<file path="config.mk">
export PLATFORM = sky130hd
export DESIGN_NAME = unsigned_decimal_field_formatter_flat
export DESIGN_NICKNAME = d
export VERILOG_FILES = /design/src/hdl/udf_pkg.sv /design/src/hdl/udf_if.sv /design/src/hdl/udf_fifo.sv /design/src/hdl/udf_front.sv /design/src/hdl/udf_b2d.sv /design/src/hdl/udf_back.sv /design/src/hdl/unsigned_decimal_field_formatter.sv /design/src/flat_wrapper.sv
export SDC_FILE = /design/constraint.sdc
export NUM_CORES = 1
export LEC_CHECK = 0
export ABC_AREA = 1
export BUFFER_PORTS_ARGS = -buffer_cell sky130_fd_sc_hd__buf_2
export CORE_ASPECT_RATIO = 1.1
export CORE_MARGIN = 2
export CORE_UTILIZATION = 59
export CTS_CLUSTER_DIAMETER = 100
export DETAILED_ROUTE_END_ITERATION = 7
export HOLD_SLACK_MARGIN = 0.08
export PLACE_DENSITY_LB_ADDON = 0.05
export SYNTH_ARGS = -nofsm -noshare
export SYNTH_HDL_FRONTEND = slang
export SYNTH_SLANG_ARGS = --single-unit
</file>
<file path="constraint.sdc">
create_clock -name clk_i -period 8.5 [get_ports clk_i]
set_input_delay 0.85 -clock clk_i [delete_from_list [all_inputs] [get_ports clk_i]]
set_output_delay 0.85 -clock clk_i [all_outputs]
set_load 0.005 [all_outputs]
</file>
<file path="src/hdl/udf_pkg.sv">
// ----------------------------------------------------------------------------
// udf_pkg
// Shared types and constants of the unsigned decimal field formatter.
// ----------------------------------------------------------------------------
`default_nettype none

package udf_pkg;

  localparam int unsigned MaxFieldDefault = 64;
  localparam int unsigned ValueW          = 64;
  localparam int unsigned NumDigits       = 20;
  localparam int unsigned BcdW            = 4 * NumDigits;
  localparam int unsigned StepBits        = 4;
  localparam int unsigned StepCntW        = 5;
  localparam int unsigned QueueDepth      = 2;

  localparam logic [2:0] SizeInt      = 3'd0;
  localparam logic [2:0] SizeChar     = 3'd1;
  localparam logic [2:0] SizeShort    = 3'd2;
  localparam logic [2:0] SizeLong     = 3'd3;
  localparam logic [2:0] SizeLongLong = 3'd4;

  localparam logic [7:0] CharZero  = 8'h30;
  localparam logic [7:0] CharSpace = 8'h20;
  localparam logic [7:0] CharNul   = 8'h00;

  typedef enum logic [1:0] {
    BkIdle,
    BkConv,
    BkSize,
    BkEmit
  } back_state_e;

  typedef struct packed {
    logic [ValueW-1:0]   value_aligned;
    logic [StepCntW-1:0] steps;
    logic                left;
    logic                zero_pad;
    logic                has_prec;
    logic                no_digits;
    logic [6:0]          prec;
    logic [6:0]          width;
  } udf_req_t;

  typedef struct packed {
    logic                start;
    logic [ValueW-1:0]   value;
    logic [StepCntW-1:0] steps;
  } b2d_ctrl_t;

  typedef struct packed {
    logic busy;
    logic done;
  } b2d_stat_t;

endpackage

`default_nettype wire

</file>
<file path="src/hdl/udf_if.sv">
// ----------------------------------------------------------------------------
// udf_in_if / udf_out_if
// Valid/ready channels of the formatter: format requests in, characters out.
// ----------------------------------------------------------------------------
`default_nettype none

interface udf_in_if;
  logic        valid;
  logic        ready;
  logic [63:0] value;
  logic [2:0]  size_select;
  logic        left_align;
  logic        zero_fill;
  logic        has_precision;
  logic [6:0]  precision_digits;
  logic [6:0]  field_width;

  modport source (
    output valid, value, size_select, left_align, zero_fill, has_precision,
           precision_digits, field_width,
    input  ready
  );
  modport sink (
    input  valid, value, size_select, left_align, zero_fill, has_precision,
           precision_digits, field_width,
    output ready
  );
endinterface

interface udf_out_if;
  logic       valid;
  logic       ready;
  logic [7:0] out_char;
  logic       last_char;
  logic       field_empty;
  logic [6:0] field_length;

  modport source (
    output valid, out_char, last_char, field_empty, field_length,
    input  ready
  );
  modport sink (
    input  valid, out_char, last_char, field_empty, field_length,
    output ready
  );
endinterface

`default_nettype wire

</file>
<file path="src/hdl/udf_fifo.sv">
// ----------------------------------------------------------------------------
// udf_fifo
// Short request queue between the front and the back of the formatter.
// ----------------------------------------------------------------------------
`default_nettype none

module udf_fifo (
  input  wire logic              clk_i,
  input  wire logic              rst_ni,
  input  wire logic              push_valid_i,
  output      logic              push_ready_o,
  input  wire udf_pkg::udf_req_t push_data_i,
  output      logic              pop_valid_o,
  input  wire logic              pop_ready_i,
  output      udf_pkg::udf_req_t pop_data_o
);

  localparam int unsigned Depth = udf_pkg::QueueDepth;
  localparam int unsigned PtrW  = (Depth > 1) ? $clog2(Depth) : 1;
  localparam int unsigned CntW  = $clog2(Depth + 1);

  udf_pkg::udf_req_t mem_q [Depth];
  logic [PtrW-1:0]   wr_ptr_q, wr_ptr_d;
  logic [PtrW-1:0]   rd_ptr_q, rd_ptr_d;
  logic [CntW-1:0]   cnt_q, cnt_d;
  logic              push, pop;

  assign push_ready_o = (cnt_q != CntW'(Depth));
  assign pop_valid_o  = (cnt_q != '0);
  assign push         = push_valid_i && push_ready_o;
  assign pop          = pop_valid_o && pop_ready_i;
  assign pop_data_o   = mem_q[rd_ptr_q];

  always_comb begin
    wr_ptr_d = wr_ptr_q;
    rd_ptr_d = rd_ptr_q;
    cnt_d    = cnt_q;
    if (push) begin
      wr_ptr_d = (wr_ptr_q == PtrW'(Depth - 1)) ? '0 : wr_ptr_q + PtrW'(1);
    end
    if (pop) begin
      rd_ptr_d = (rd_ptr_q == PtrW'(Depth - 1)) ? '0 : rd_ptr_q + PtrW'(1);
    end
    if (push && !pop) begin
      cnt_d = cnt_q + CntW'(1);
    end else if (pop && !push) begin
      cnt_d = cnt_q - CntW'(1);
    end
  end

  always_ff @(posedge clk_i or negedge rst_ni) begin
    if (!rst_ni) begin
      wr_ptr_q <= '0;
      rd_ptr_q <= '0;
      cnt_q    <= '0;
    end else begin
      wr_ptr_q <= wr_ptr_d;
      rd_ptr_q <= rd_ptr_d;
      cnt_q    <= cnt_d;
    end
  end

  always_ff @(posedge clk_i) begin
    if (push) begin
      mem_q[wr_ptr_q] <= push_data_i;
    end
  end

endmodule

`default_nettype wire

</file>
<file path="src/hdl/udf_front.sv">
// ----------------------------------------------------------------------------
// udf_front
// Takes format requests, truncates the value to its size and classifies the
// field: pad kind, saturated width and precision, digit suppression.
// ----------------------------------------------------------------------------
`default_nettype none

module udf_front #(
  parameter int unsigned MAX_FIELD = udf_pkg::MaxFieldDefault
) (
  input  wire logic              clk_i,
  input  wire logic              rst_ni,
  udf_in_if.sink                 req_i,
  output      logic              push_valid_o,
  input  wire logic              push_ready_i,
  output      udf_pkg::udf_req_t push_data_o
);

  localparam logic [6:0] MaxLen = 7'(MAX_FIELD);

  logic              st_valid_q, st_valid_d;
  udf_pkg::udf_req_t st_q, st_d;
  logic              take;

  assign req_i.ready  = !st_valid_q || push_ready_i;
  assign take         = req_i.valid && req_i.ready;
  assign push_valid_o = st_valid_q;
  assign push_data_o  = st_q;

  always_comb begin
    st_d          = st_q;
    st_d.left     = req_i.left_align;
    st_d.has_prec = req_i.has_precision;
    st_d.zero_pad = req_i.zero_fill && !req_i.has_precision && !req_i.left_align;
    st_d.prec     = (req_i.precision_digits > MaxLen) ? MaxLen : req_i.precision_digits;
    st_d.width    = (req_i.field_width > MaxLen) ? MaxLen : req_i.field_width;
    unique case (req_i.size_select)
      udf_pkg::SizeChar: begin
        st_d.value_aligned = {req_i.value[7:0], 56'd0};
        st_d.steps         = udf_pkg::StepCntW'(8 / udf_pkg::StepBits);
        st_d.no_digits     = (req_i.value[7:0] == '0);
      end
      udf_pkg::SizeShort: begin
        st_d.value_aligned = {req_i.value[15:0], 48'd0};
        st_d.steps         = udf_pkg::StepCntW'(16 / udf_pkg::StepBits);
        st_d.no_digits     = (req_i.value[15:0] == '0);
      end
      udf_pkg::SizeLong, udf_pkg::SizeLongLong: begin
        st_d.value_aligned = req_i.value;
        st_d.steps         = udf_pkg::StepCntW'(64 / udf_pkg::StepBits);
        st_d.no_digits     = (req_i.value == '0);
      end
      default: begin
        st_d.value_aligned = {req_i.value[31:0], 32'd0};
        st_d.steps         = udf_pkg::StepCntW'(32 / udf_pkg::StepBits);
        st_d.no_digits     = (req_i.value[31:0] == '0);
      end
    endcase
    // zero with explicit precision zero prints no digits
    st_d.no_digits = st_d.no_digits && req_i.has_precision && (st_d.prec == '0);
  end

  always_comb begin
    st_valid_d = st_valid_q;
    if (take) begin
      st_valid_d = 1'b1;
    end else if (push_ready_i) begin
      st_valid_d = 1'b0;
    end
  end

  always_ff @(posedge clk_i or negedge rst_ni) begin
    if (!rst_ni) begin
      st_valid_q <= 1'b0;
    end else begin
      st_valid_q <= st_valid_d;
    end
  end

  always_ff @(posedge clk_i) begin
    if (take) begin
      st_q <= st_d;
    end
  end

endmodule

`default_nettype wire

</file>
<file path="src/hdl/udf_b2d.sv">
// ----------------------------------------------------------------------------
// udf_b2d
// Iterative binary to BCD converter (shift and add 3), four bits per cycle.
// ----------------------------------------------------------------------------
`default_nettype none

module udf_b2d (
  input  wire logic                         clk_i,
  input  wire logic                         rst_ni,
  input  wire udf_pkg::b2d_ctrl_t           ctrl_i,
  output      udf_pkg::b2d_stat_t           stat_o,
  output      logic [udf_pkg::BcdW-1:0]     bcd_o
);

  localparam int unsigned BcdW = udf_pkg::BcdW;
  localparam int unsigned VW   = udf_pkg::ValueW;

  logic [VW-1:0]                bits_q, bits_d;
  logic [BcdW-1:0]              bcd_q, bcd_d;
  logic [udf_pkg::StepCntW-1:0] cnt_q, cnt_d;
  logic                         busy_q, busy_d;
  logic                         done_q, done_d;
  logic [BcdW-1:0]              acc;
  logic [VW-1:0]                sh;

  always_comb begin
    acc = bcd_q;
    sh  = bits_q;
    for (int s = 0; s < int'(udf_pkg::StepBits); s++) begin
      for (int d = 0; d < int'(udf_pkg::NumDigits); d++) begin
        if (acc[d*4 +: 4] >= 4'd5) begin
          acc[d*4 +: 4] = acc[d*4 +: 4] + 4'd3;
        end
      end
      acc = {acc[BcdW-2:0], sh[VW-1]};
      sh  = {sh[VW-2:0], 1'b0};
    end
  end

  always_comb begin
    bits_d = bits_q;
    bcd_d  = bcd_q;
    cnt_d  = cnt_q;
    busy_d = busy_q;
    done_d = 1'b0;
    if (ctrl_i.start) begin
      bits_d = ctrl_i.value;
      bcd_d  = '0;
      cnt_d  = ctrl_i.steps;
      busy_d = 1'b1;
    end else if (busy_q) begin
      bits_d = sh;
      bcd_d  = acc;
      cnt_d  = cnt_q - udf_pkg::StepCntW'(1);
      if (cnt_q == udf_pkg::StepCntW'(1)) begin
        busy_d = 1'b0;
        done_d = 1'b1;
      end
    end
  end

  always_ff @(posedge clk_i or negedge rst_ni) begin
    if (!rst_ni) begin
      busy_q <= 1'b0;
      done_q <= 1'b0;
      cnt_q  <= '0;
    end else begin
      busy_q <= busy_d;
      done_q <= done_d;
      cnt_q  <= cnt_d;
    end
  end

  always_ff @(posedge clk_i) begin
    bits_q <= bits_d;
    bcd_q  <= bcd_d;
  end

  assign bcd_o       = bcd_q;
  assign stat_o.busy = busy_q;
  assign stat_o.done = done_q;

endmodule

`default_nettype wire

</file>
<file path="src/hdl/udf_back.sv">
// ----------------------------------------------------------------------------
// udf_back
// Converts one queued request to decimal, sizes the field and sends its
// characters through an output register, one per cycle unless res_o stalls.
// ----------------------------------------------------------------------------
`default_nettype none

module udf_back #(
  parameter int unsigned MAX_FIELD = udf_pkg::MaxFieldDefault
) (
  input  wire logic              clk_i,
  input  wire logic              rst_ni,
  input  wire logic              pop_valid_i,
  output      logic              pop_ready_o,
  input  wire udf_pkg::udf_req_t pop_data_i,
  udf_out_if.source              res_o
);

  localparam int unsigned LenW   = $clog2(MAX_FIELD + 1);
  localparam logic [6:0]  MaxLen = 7'(MAX_FIELD);

  udf_pkg::back_state_e     state_q, state_d;
  udf_pkg::udf_req_t        req_q;
  udf_pkg::b2d_ctrl_t       b2d_ctrl;
  udf_pkg::b2d_stat_t       b2d_stat;
  logic [udf_pkg::BcdW-1:0] bcd;

  logic [6:0]      nd_q, body_q, flen_q;
  logic [6:0]      nd_c, body_c, flen_c, wide_c;
  logic [4:0]      msd_c;
  logic [LenW-1:0] pos_q;
  logic [6:0]      pos7, pad, k, j;
  logic            in_body, is_last, slot_free, emit;
  logic [7:0]      ch;

  logic       res_valid_q, res_valid_d;
  logic [7:0] char_q;
  logic       last_q, empty_q;
  logic [6:0] olen_q;

  udf_b2d u_b2d (
    .clk_i  (clk_i),
    .rst_ni (rst_ni),
    .ctrl_i (b2d_ctrl),
    .stat_o (b2d_stat),
    .bcd_o  (bcd)
  );

  // field sizing from the converted digits
  always_comb begin
    msd_c = '0;
    for (int d = 0; d < int'(udf_pkg::NumDigits); d++) begin
      if (bcd[d*4 +: 4] != 4'd0) begin
        msd_c = 5'(d + 1);
      end
    end
    if (req_q.no_digits) begin
      nd_c = '0;
    end else if (msd_c == '0) begin
      nd_c = 7'd1;
    end else begin
      nd_c = {2'b00, msd_c};
    end
    body_c = (req_q.has_prec && (req_q.prec > nd_c)) ? req_q.prec : nd_c;
    wide_c = (req_q.width > body_c) ? req_q.width : body_c;
    flen_c = (wide_c > MaxLen) ? MaxLen : wide_c;
  end

  // character at the current position
  always_comb begin
    pos7    = 7'(pos_q);
    pad     = flen_q - body_q;
    k       = req_q.left ? pos7 : (pos7 - pad);
    in_body = req_q.left ? (pos7 < body_q) : (pos7 >= pad);
    j       = body_q - 7'd1 - k;
    if (!in_body) begin
      ch = req_q.zero_pad ? udf_pkg::CharZero : udf_pkg::CharSpace;
    end else if (j < nd_q) begin
      ch = udf_pkg::CharZero + {4'd0, bcd[j[4:0]*4 +: 4]};
    end else begin
      ch = udf_pkg::CharZero;
    end
    is_last   = (flen_q == '0) || ((pos7 + 7'd1) == flen_q);
    slot_free = !res_valid_q || res_o.ready;
  end

  always_comb begin
    state_d        = state_q;
    pop_ready_o    = 1'b0;
    b2d_ctrl       = '0;
    b2d_ctrl.value = pop_data_i.value_aligned;
    b2d_ctrl.steps = pop_data_i.steps;
    emit           = 1'b0;
    unique case (state_q)
      udf_pkg::BkIdle: begin
        pop_ready_o = 1'b1;
        if (pop_valid_i) begin
          b2d_ctrl.start = 1'b1;
          state_d        = udf_pkg::BkConv;
        end
      end
      udf_pkg::BkConv: begin
        if (b2d_stat.done) begin
          state_d = udf_pkg::BkSize;
        end
      end
      udf_pkg::BkSize: begin
        state_d = udf_pkg::BkEmit;
      end
      udf_pkg::BkEmit: begin
        if (slot_free) begin
          emit = 1'b1;
          if (is_last) begin
            state_d = udf_pkg::BkIdle;
          end
        end
      end
      default: begin
        state_d = udf_pkg::BkIdle;
      end
    endcase
  end

  always_comb begin
    res_valid_d = res_valid_q;
    if (emit) begin
      res_valid_d = 1'b1;
    end else if (res_o.ready) begin
      res_valid_d = 1'b0;
    end
  end

  always_ff @(posedge clk_i or negedge rst_ni) begin
    if (!rst_ni) begin
      state_q     <= udf_pkg::BkIdle;
      res_valid_q <= 1'b0;
      pos_q       <= '0;
    end else begin
      state_q     <= state_d;
      res_valid_q <= res_valid_d;
      if (state_q == udf_pkg::BkSize) begin
        pos_q <= '0;
      end else if (emit) begin
        pos_q <= pos_q + LenW'(1);
      end
    end
  end

  always_ff @(posedge clk_i) begin
    if (pop_valid_i && pop_ready_o) begin
      req_q <= pop_data_i;
    end
    if (state_q == udf_pkg::BkSize) begin
      nd_q   <= nd_c;
      body_q <= body_c;
      flen_q <= flen_c;
    end
    if (emit) begin
      char_q  <= (flen_q == '0) ? udf_pkg::CharNul : ch;
      last_q  <= is_last;
      empty_q <= (flen_q == '0);
      olen_q  <= flen_q;
    end
  end

  assign res_o.valid        = res_valid_q;
  assign res_o.out_char     = char_q;
  assign res_o.last_char    = last_q;
  assign res_o.field_empty  = empty_q;
  assign res_o.field_length = olen_q;

  a_len_bound: assert property (@(posedge clk_i) disable iff (!rst_ni)
    res_valid_q |-> (olen_q <= MaxLen))
    else $error("field length above maximum");

  a_empty_shape: assert property (@(posedge clk_i) disable iff (!rst_ni)
    (res_valid_q && empty_q) |-> (last_q && (olen_q == '0)))
    else $error("empty field not a single last result");

  a_mid_nonempty: assert property (@(posedge clk_i) disable iff (!rst_ni)
    (res_valid_q && !last_q) |-> (!empty_q && (olen_q != '0)))
    else $error("non-final result of an empty field");

  a_conv_live: assert property (@(posedge clk_i) disable iff (!rst_ni)
    (state_q == udf_pkg::BkConv) |-> (b2d_stat.busy || b2d_stat.done))
    else $error("waiting on an idle converter");

  a_emit_after_size: assert property (@(posedge clk_i) disable iff (!rst_ni)
    emit |-> (state_q == udf_pkg::BkEmit))
    else $error("character sent outside emit");

endmodule

`default_nettype wire

</file>
<file path="src/hdl/unsigned_decimal_field_formatter.sv">
// ----------------------------------------------------------------------------
// unsigned_decimal_field_formatter
// printf %u style decimal field formatter: one request in, one character per
// result out, with last mark and field length.
// ----------------------------------------------------------------------------
//  channel | dir | payload                                      | done when
//  req_i   | in  | value, size, flags, precision, field width   | valid && ready
//  res_o   | out | out_char, last_char, field_empty, field_len  | valid && ready
//
//  A request is registered in the front stage, then waits in a two-entry
//  queue. The back picks it up, converts it 4 bits a cycle (as many bits as
//  its size), sizes the field and sends one character per cycle while res_o
//  is not stalled (one result for an empty field).
//  Reset is asynchronous, active low, and empties the queue and the output.
//  A stall on res_o holds the back; front and queue take requests until full.
// ----------------------------------------------------------------------------
`default_nettype none

module unsigned_decimal_field_formatter #(
  parameter int unsigned MAX_FIELD = udf_pkg::MaxFieldDefault
) (
  input wire logic  clk_i,
  input wire logic  rst_ni,
  udf_in_if.sink    req_i,
  udf_out_if.source res_o
);

  logic              push_valid, push_ready;
  logic              pop_valid, pop_ready;
  udf_pkg::udf_req_t push_data, pop_data;

  udf_front #(
    .MAX_FIELD (MAX_FIELD)
  ) u_front (
    .clk_i        (clk_i),
    .rst_ni       (rst_ni),
    .req_i        (req_i),
    .push_valid_o (push_valid),
    .push_ready_i (push_ready),
    .push_data_o  (push_data)
  );

  udf_fifo u_fifo (
    .clk_i        (clk_i),
    .rst_ni       (rst_ni),
    .push_valid_i (push_valid),
    .push_ready_o (push_ready),
    .push_data_i  (push_data),
    .pop_valid_o  (pop_valid),
    .pop_ready_i  (pop_ready),
    .pop_data_o   (pop_data)
  );

  udf_back #(
    .MAX_FIELD (MAX_FIELD)
  ) u_back (
    .clk_i       (clk_i),
    .rst_ni      (rst_ni),
    .pop_valid_i (pop_valid),
    .pop_ready_o (pop_ready),
    .pop_data_i  (pop_data),
    .res_o       (res_o)
  );

endmodule

`default_nettype wire
</file>
<file path="src/flat_wrapper.sv">
// flat-port wrapper written by rule: the top's interface ports become plain ports
module unsigned_decimal_field_formatter_flat 
#(
  parameter int unsigned MAX_FIELD = udf_pkg::MaxFieldDefault
)
  (clk_i, rst_ni, req_i_valid, req_i_value, req_i_size_select, req_i_left_align, req_i_zero_fill, req_i_has_precision, req_i_precision_digits, req_i_field_width, req_i_ready, res_o_valid, res_o_out_char, res_o_last_char, res_o_field_empty, res_o_field_length, res_o_ready);
  udf_in_if req_i_i ();
  udf_out_if res_o_i ();
  input wire logic clk_i;
  input wire logic rst_ni;
  input wire logic [$bits(req_i_i.valid)-1:0] req_i_valid;
  input wire logic [$bits(req_i_i.value)-1:0] req_i_value;
  input wire logic [$bits(req_i_i.size_select)-1:0] req_i_size_select;
  input wire logic [$bits(req_i_i.left_align)-1:0] req_i_left_align;
  input wire logic [$bits(req_i_i.zero_fill)-1:0] req_i_zero_fill;
  input wire logic [$bits(req_i_i.has_precision)-1:0] req_i_has_precision;
  input wire logic [$bits(req_i_i.precision_digits)-1:0] req_i_precision_digits;
  input wire logic [$bits(req_i_i.field_width)-1:0] req_i_field_width;
  output wire logic [$bits(req_i_i.ready)-1:0] req_i_ready;
  output wire logic [$bits(res_o_i.valid)-1:0] res_o_valid;
  output wire logic [$bits(res_o_i.out_char)-1:0] res_o_out_char;
  output wire logic [$bits(res_o_i.last_char)-1:0] res_o_last_char;
  output wire logic [$bits(res_o_i.field_empty)-1:0] res_o_field_empty;
  output wire logic [$bits(res_o_i.field_length)-1:0] res_o_field_length;
  input wire logic [$bits(res_o_i.ready)-1:0] res_o_ready;
  assign req_i_i.valid = req_i_valid;
  assign req_i_i.value = req_i_value;
  assign req_i_i.size_select = req_i_size_select;
  assign req_i_i.left_align = req_i_left_align;
  assign req_i_i.zero_fill = req_i_zero_fill;
  assign req_i_i.has_precision = req_i_has_precision;
  assign req_i_i.precision_digits = req_i_precision_digits;
  assign req_i_i.field_width = req_i_field_width;
  assign req_i_ready = req_i_i.ready;
  assign res_o_valid = res_o_i.valid;
  assign res_o_out_char = res_o_i.out_char;
  assign res_o_last_char = res_o_i.last_char;
  assign res_o_field_empty = res_o_i.field_empty;
  assign res_o_field_length = res_o_i.field_length;
  assign res_o_i.ready = res_o_ready;
  unsigned_decimal_field_formatter #(.MAX_FIELD(MAX_FIELD)) u_core (.clk_i(clk_i), .rst_ni(rst_ni), .req_i(req_i_i), .res_o(res_o_i));
endmodule
</file>
* Word level (Yosys, flattened, before mapping) *
Memories as Yosys holds them, arrays and structs flattened.
Cells that the tools add are included.

storage, ports and cells
  output and inout port bits = 19
  flip-flop bits (word level) = 309
  memories = 1
  input bits = 88
  logic and storage cells = 427
  bits in writable memories = 174

memories
  name                 words  width  read ports  clocked after Yosys merged registers in  write ports  line            text
  u_core.u_fifo.mem_q  2      87     1           0                                        1            udf_fifo.sv:22  udf_pkg::udf_req_t mem_q [Depth];

operators by class
  reduce and logical (&&, ||, !) cells = 55
  shift operators = 1
  add/subtract/negate cells = 91
  equal/unequal tests = 14
  magnitude comparators = 88
  muxes and demuxes = 144

operators by type and width
  operator                                                                number
  4-bit by 3-bit >= comparator with 1-bit output (second input constant)  80
  4-bit by 2-bit adder with 4-bit output (second input constant)          76
  4-bit 2-to-1 mux                                                        76
  69-bit one-hot mux with 3 select lines                                  1
  64-bit 2-to-1 mux                                                       2
  5-bit 2-to-1 mux                                                        23
  4-bit nonzero test                                                      20
  80-bit by 8-bit variable part select with 4-bit output                  1
  64-bit logical NOT                                                      1
  7-bit 2-to-1 mux                                                        8
  32-bit logical NOT                                                      1
  7-bit > comparator (second input constant)                              3
  1-bit 2-to-1 mux                                                        21
  7-bit subtractor                                                        3
  16-bit logical NOT                                                      1
  7-bit > comparator                                                      2
  7-bit logical NOT                                                       2
  7-bit less-than comparator                                              2
  2-bit 2-to-1 mux                                                        7
  3-bit by 2-bit adder with 3-bit output (second input constant)          4
  3-bit 2-to-1 mux                                                        4
  2-bit nonzero test                                                      6
  1-bit logical AND                                                       10
  8-bit logical NOT                                                       1
  25 further kinds                                                        38

* Logic depth before layout (Yosys ltp) *
  word-level depth = 30
  depth in mapped cells = 42
  mapped depth without buffers = 41

* Cells and area by module *
From an unflattened synthesis, not the netlist that was laid out.

unflattened totals
  cell total of the unflattened synthesis = 3621
  area, all modules = 28771.3 um2

by module, submodules not included
  module     area each (um2)  cells each  times used  seq. area each (um2)
  udf_b2d    13397.8          2138        1           3698.5
  udf_fifo   6548.8           483         1           5325.1
  udf_back   5082.4           654         1           1811.7
  udf_front  3742.3           346         1           2607.5

* Worst setup path before layout *
No wires, ideal clock.

  path kind = reg2reg
  start point = register u_core.u_fifo.cnt_q[1]
  end point = memory u_core.u_fifo.mem_q[1][0] (netlist name), enable pin
  stages on the path, launching flop included = 4
  slack = 3.758 ns
  data required time = 7.967 ns
  arrival = 4.209 ns
  clock period less this slack = 4.742 ns
  cells stage by stage = dfrtp_1 inv_1 o21ai_0 nor2_1

between the ends
  longest elaborated chain between the ends = 4

ends and longest elaborated chain
  what                                    line            text
  start: declaration                      udf_fifo.sv:25  logic [CntW-1:0] cnt_q, cnt_d;
  start signal: assignment                udf_fifo.sv:59  cnt_q <= cnt_d;
  2-bit inequality test                   udf_fifo.sv:28  assign push_ready_o = (cnt_q != CntW'(Depth));
  1-bit logical AND                       udf_fifo.sv:30  assign push = push_valid_i && push_ready_o;
  1-bit 2-to-1 mux                        udf_fifo.sv:64  if (push) begin
  1-bit 2-to-1 mux (not written as such)  udf_fifo.sv:65  mem_q[wr_ptr_q] <= push_data_i;
  end: declaration                        udf_fifo.sv:22

Every way passes these cells.

* Worst setup path after layout *
  start point = register u_core.u_back.u_b2d.bcd_q[24] (netlist: u_core.u_back.u_b2d.bcd_o[24])
  end point = register u_core.u_back.flen_q[5] (data pin)

between the ends
  longest elaborated chain between the ends = 24

ends and longest elaborated chain
  what                                line             text
  start: declaration                  udf_b2d.sv:19    logic [BcdW-1:0] bcd_q, bcd_d;
  start signal: assignment            udf_b2d.sv:76    bcd_q <= bcd_d;
  4-bit nonzero test (*)              udf_back.sv:53   if (bcd[d*4 +: 4] != 4'd0) begin
  5-bit 2-to-1 mux (*) (14 in a row)  udf_back.sv:53
  5-bit logical NOT                   udf_back.sv:59   end else if (msd_c == '0) begin
  5-bit 2-to-1 mux (*)                udf_back.sv:59
  5-bit 2-to-1 mux (*)                udf_back.sv:57   if (req_q.no_digits) begin
  named net u_core.u_back.nd_c[1]     udf_back.sv:29   logic [6:0] nd_c, body_c, flen_c, wide_c;
  7-bit > comparator (*)              udf_back.sv:64   body_c = (req_q.has_prec && (req_q.prec > nd_c)) ? req_q.prec : nd_c;
  1-bit logical AND (*)               udf_back.sv:64
  7-bit 2-to-1 mux (*)                udf_back.sv:64
  named net u_core.u_back.body_c[3]   udf_back.sv:29
  7-bit > comparator                  udf_back.sv:65   wide_c = (req_q.width > body_c) ? req_q.width : body_c;
  7-bit 2-to-1 mux (*)                udf_back.sv:65
  7-bit > comparator                  udf_back.sv:66   flen_c = (wide_c > MaxLen) ? MaxLen : wide_c;
  end signal: assignment              udf_back.sv:156  flen_q <= flen_c;
  end: declaration                    udf_back.sv:28   logic [6:0] nd_q, body_q, flen_q;

The timed path passes the listed nets; every way through them passes the cells marked *.
A chain may end at the register's enable or synchronous reset.

==> reports/results.ini <==
[yosys]
netlist-cell-type-count=61
fraction_of_registers_with_async_set_reset_pct=4.62
synth_sequential_area_ratio_pct=46.8
synth_enable_flop_cells=374
synth.ff_latch_count=476
synthCells=3290
synth-main-ff-cell=sky130_fd_sc_hd__edfxtp_1
synth.avg_cell_area_um2=8.70
synth_warnings=0
synth.cell_area_um2=28600

[cts]
holdBufCountCts=0
clock_transition_at_the_register_clock_pins_on_the_worst_setup_and_hold_paths_after_cts_ps=60
cts_resized=0
h-tree-depth=2
clock_tree.root_cell=sky130_fd_sc_hd__clkbuf_16
cts.sink_count=476
clk_path_buf_depth=3
cts.repair_timing.setup_buffer_count=0
tritoncts=built
clock_latency_ps=610
tritoncts.num_buffers=48

[outcome]
run_status=completed

[global_routing]
grt_max_degree=88
grt_use_total_pct=26.1
grt_pass1_vias=21700
initial_antenna_violation_count=0
grt-ovfl-total=0
first_pass_grt_wire_length_mm=107

[cells_and_area]
insertedDiodeCount=0
ff_latch_area_um2=13400
area_growth_syn_to_layout_pct=10.0
final_nets=3687
fillCellCount=3936
multiInputGateArea_um2=13000
final_layout_size_suffix_gt1_share_pct=12.6

[floorplanning]
floorplan.initialDensity_pct=59.9
fp.coreArea_um2=47800
design.die.area_um2=50300
io_pins=107
die_y_um=235
dieWidth_um=214
core.rowCount=84

[routing]
route.final.wire_length_mm=65.3
drc_errors=0
viasPerCell=5.43
post_drt_wl_per_cell_um=16.1
via_total_after_detailed_routing=22100
drtPass1Iterations=8
antenna_violation_net_count_after_detailed_routing=0
first_iter_violations=1451

[critical_path]
timing.critical_path.slowest_cell_delay_ps=340
crit_fanout=11
worst_ep_arrival_time_ps=5910
criticalPathCategory=flip-flop to flip-flop
crit_path_end_kind=flip-flop
start_kind=flip-flop
worst-endpoint-required_ps=8950
timing.critical_path.slowest_stage_cell=sky130_fd_sc_hd__dfxtp_1
most_frequent_cell_on_the_critical_path=sky130_fd_sc_hd__inv_1

[sta]
timing.slew.headroom_pct=23.0
setup-violations-final=0
period_minus_slack_ps=5460
fin_skew_ps=37.3
maximum_operating_frequency_ghz=0.183
count_of_final_max_slew_check_failures=0
tns_ps=0
tightest_slew_ps=1150
timing.final.crit_share_pct=64.2
grt_setup_unrepaired=false
timing_hold_violations_final=0

[placed_design]
routabilityCongestion=0.915
portBuffers=104
detail_placement_hpwl_mm=46.7

[run]
timing.max_cap.violations=0

[worst_hold_path]
worst_min_delay_path_category=primary input to async pin

==> metrics by stage <==
stage	cells	util [%]	area [um^2]	hold WS, ps	worst slack, ps
detailed placement	3973	62.3	29800	430	3170
global route	4063	65.9	31500	254	2490
global placement	3973	62.3	29800	421	3360
finish	4063	65.9	31500	233	3040
floorplan	3291	-	28600	421	3760
CTS	4063	65.9	31500	208	3130
==> kinds of logic after synthesis <==
group           count (synthesis)  synth area share, %
simple gates                 1185                 17.4
flops                         476                 46.8
mux                             1               0.0350
compound gates                721                 15.2
xor+xnor                       89                 3.01
fa+ha+maj                     221                 9.74
buf+inv                       596                 7.87
other cells                     1               0.0131
==> worst max-delay path: cells and delay by family (launching register included) <==
family          cells  cell delay [ps]
compound gates      9             1570
fa+ha+maj           3              700
buf+inv             7              750
mux                 1              240
simple gates       13             1750
flops               1              340
==> placed cells by master, fill, tap and decap left out, types with 46 or more instances in the layout <==
cell / count
sky130_fd_sc_hd__edfxtp_1: 374
sky130_fd_sc_hd__buf_2: 104
sky130_fd_sc_hd__nand2_1: 654
sky130_fd_sc_hd__nor2_1: 278
sky130_fd_sc_hd__xor2_1: 59
sky130_fd_sc_hd__dfxtp_1: 80
sky130_fd_sc_hd__clkbuf_16: 48
sky130_fd_sc_hd__inv_1: 459
sky130_fd_sc_hd__a21oi_1: 179
sky130_fd_sc_hd__nand3_1: 86
sky130_fd_sc_hd__ha_1: 218
sky130_fd_sc_hd__o21ai_1: 70
sky130_fd_sc_hd__o21ai_2: 83
sky130_fd_sc_hd__inv_2: 46
sky130_fd_sc_hd__a31oi_1: 66
sky130_fd_sc_hd__o21ai_0: 200
==> area by class of cell <==
class | instances | area share (%)
clock buffers | 53 | 3.87
clock inverters | 37 | 1.56
inverters | 512 | 6.12
multi-input cells | 2219 | 41.3
flip-flops and latches | 476 | 42.5
well taps | 645 | 2.56
repair buffers | 121 | 2.06
==> state kept, by name (all words and copies together), names as in the netlist, 6 cells and up <==
register	count
u_core.u_fifo.mem_q	172
u_core.u_back.req_q	18
u_core.u_back.res_o.out_char	6
u_core.u_back.u_b2d.bits_q	64
u_core.u_back.pos7	7
u_core.u_front.push_data_o	86
u_core.u_back.flen_q	7
u_core.u_back.res_o.field_length	7
u_core.u_back.u_b2d.bcd_o	80
u_core.u_back.body_q	7
==> final timing paths <==
| path | startpoint | endpoint | cells past startpoint | slack, ps |
|---|---|---|---|---|
| setup / recovery | u_core.u_back.u_b2d.bcd_o[24] | u_core.u_back.flen_q[5] | 33 | 3040 |
| max in group asynchronous | rst_ni | u_core.u_fifo.rd_ptr_q | 1 | 7860 |
| setup reg to reg | u_core.u_back.u_b2d.bcd_o[24] | u_core.u_back.flen_q[5] | 33 | 3040 |
| hold / removal | rst_ni | u_core.u_back.pos7[0] | 1 | 230 |
| hold reg to reg | u_core.u_front.push_data_o[49] | u_core.u_fifo.mem_q[0][49] | 0 | 440 |
| min in group clk_i | req_i_left_align | u_core.u_front.push_data_o[17] | 1 | 430 |
==> cell usage after synthesis (11+ instances only) <==
cell type                  instances  area [um^2]
sky130_fd_sc_hd__a21oi_1         179          896
sky130_fd_sc_hd__a21oi_2          18          158
sky130_fd_sc_hd__a22oi_1          13         97.6
sky130_fd_sc_hd__a31oi_1          66          413
sky130_fd_sc_hd__clkbuf_1         65          244
sky130_fd_sc_hd__dfrtp_1          22          551
sky130_fd_sc_hd__dfxtp_1          80         1600
sky130_fd_sc_hd__edfxtp_1        374        11200
sky130_fd_sc_hd__ha_1            218         2730
sky130_fd_sc_hd__inv_1           462         1730
sky130_fd_sc_hd__inv_2            45          169
sky130_fd_sc_hd__nand2_1         654         2450
sky130_fd_sc_hd__nand2_2          42          263
sky130_fd_sc_hd__nand3_1          86          430
sky130_fd_sc_hd__nand4_1          23          144
sky130_fd_sc_hd__nor2_1          281         1050
sky130_fd_sc_hd__nor3_1           29          145
sky130_fd_sc_hd__nor4_1           14         87.6
sky130_fd_sc_hd__o211ai_1         12         90.1
sky130_fd_sc_hd__o21ai_0         201         1010
sky130_fd_sc_hd__o21ai_1          70          350
sky130_fd_sc_hd__o21ai_2          82          718
sky130_fd_sc_hd__o22ai_1          43          269
sky130_fd_sc_hd__or2_1            15         93.8
sky130_fd_sc_hd__or2_2            14         87.6
sky130_fd_sc_hd__xnor2_1          19          166
sky130_fd_sc_hd__xor2_1           59          517
sky130_fd_sc_hd__xor2_2           11          179
==> routing by layer <==
metal  global-route usage [%]  wire [um]  vias up
li1                         -          -    11200
met1                     33.3      28600    10300
met2                     46.2      32000      494
met3                     2.77       2630      111
met4                     8.92       2010        0
met5                        0          0        -
Power is left out: the tool's default activity adds up to more than one toggle a clock period on the data nets, which glitch-free logic cannot reach.
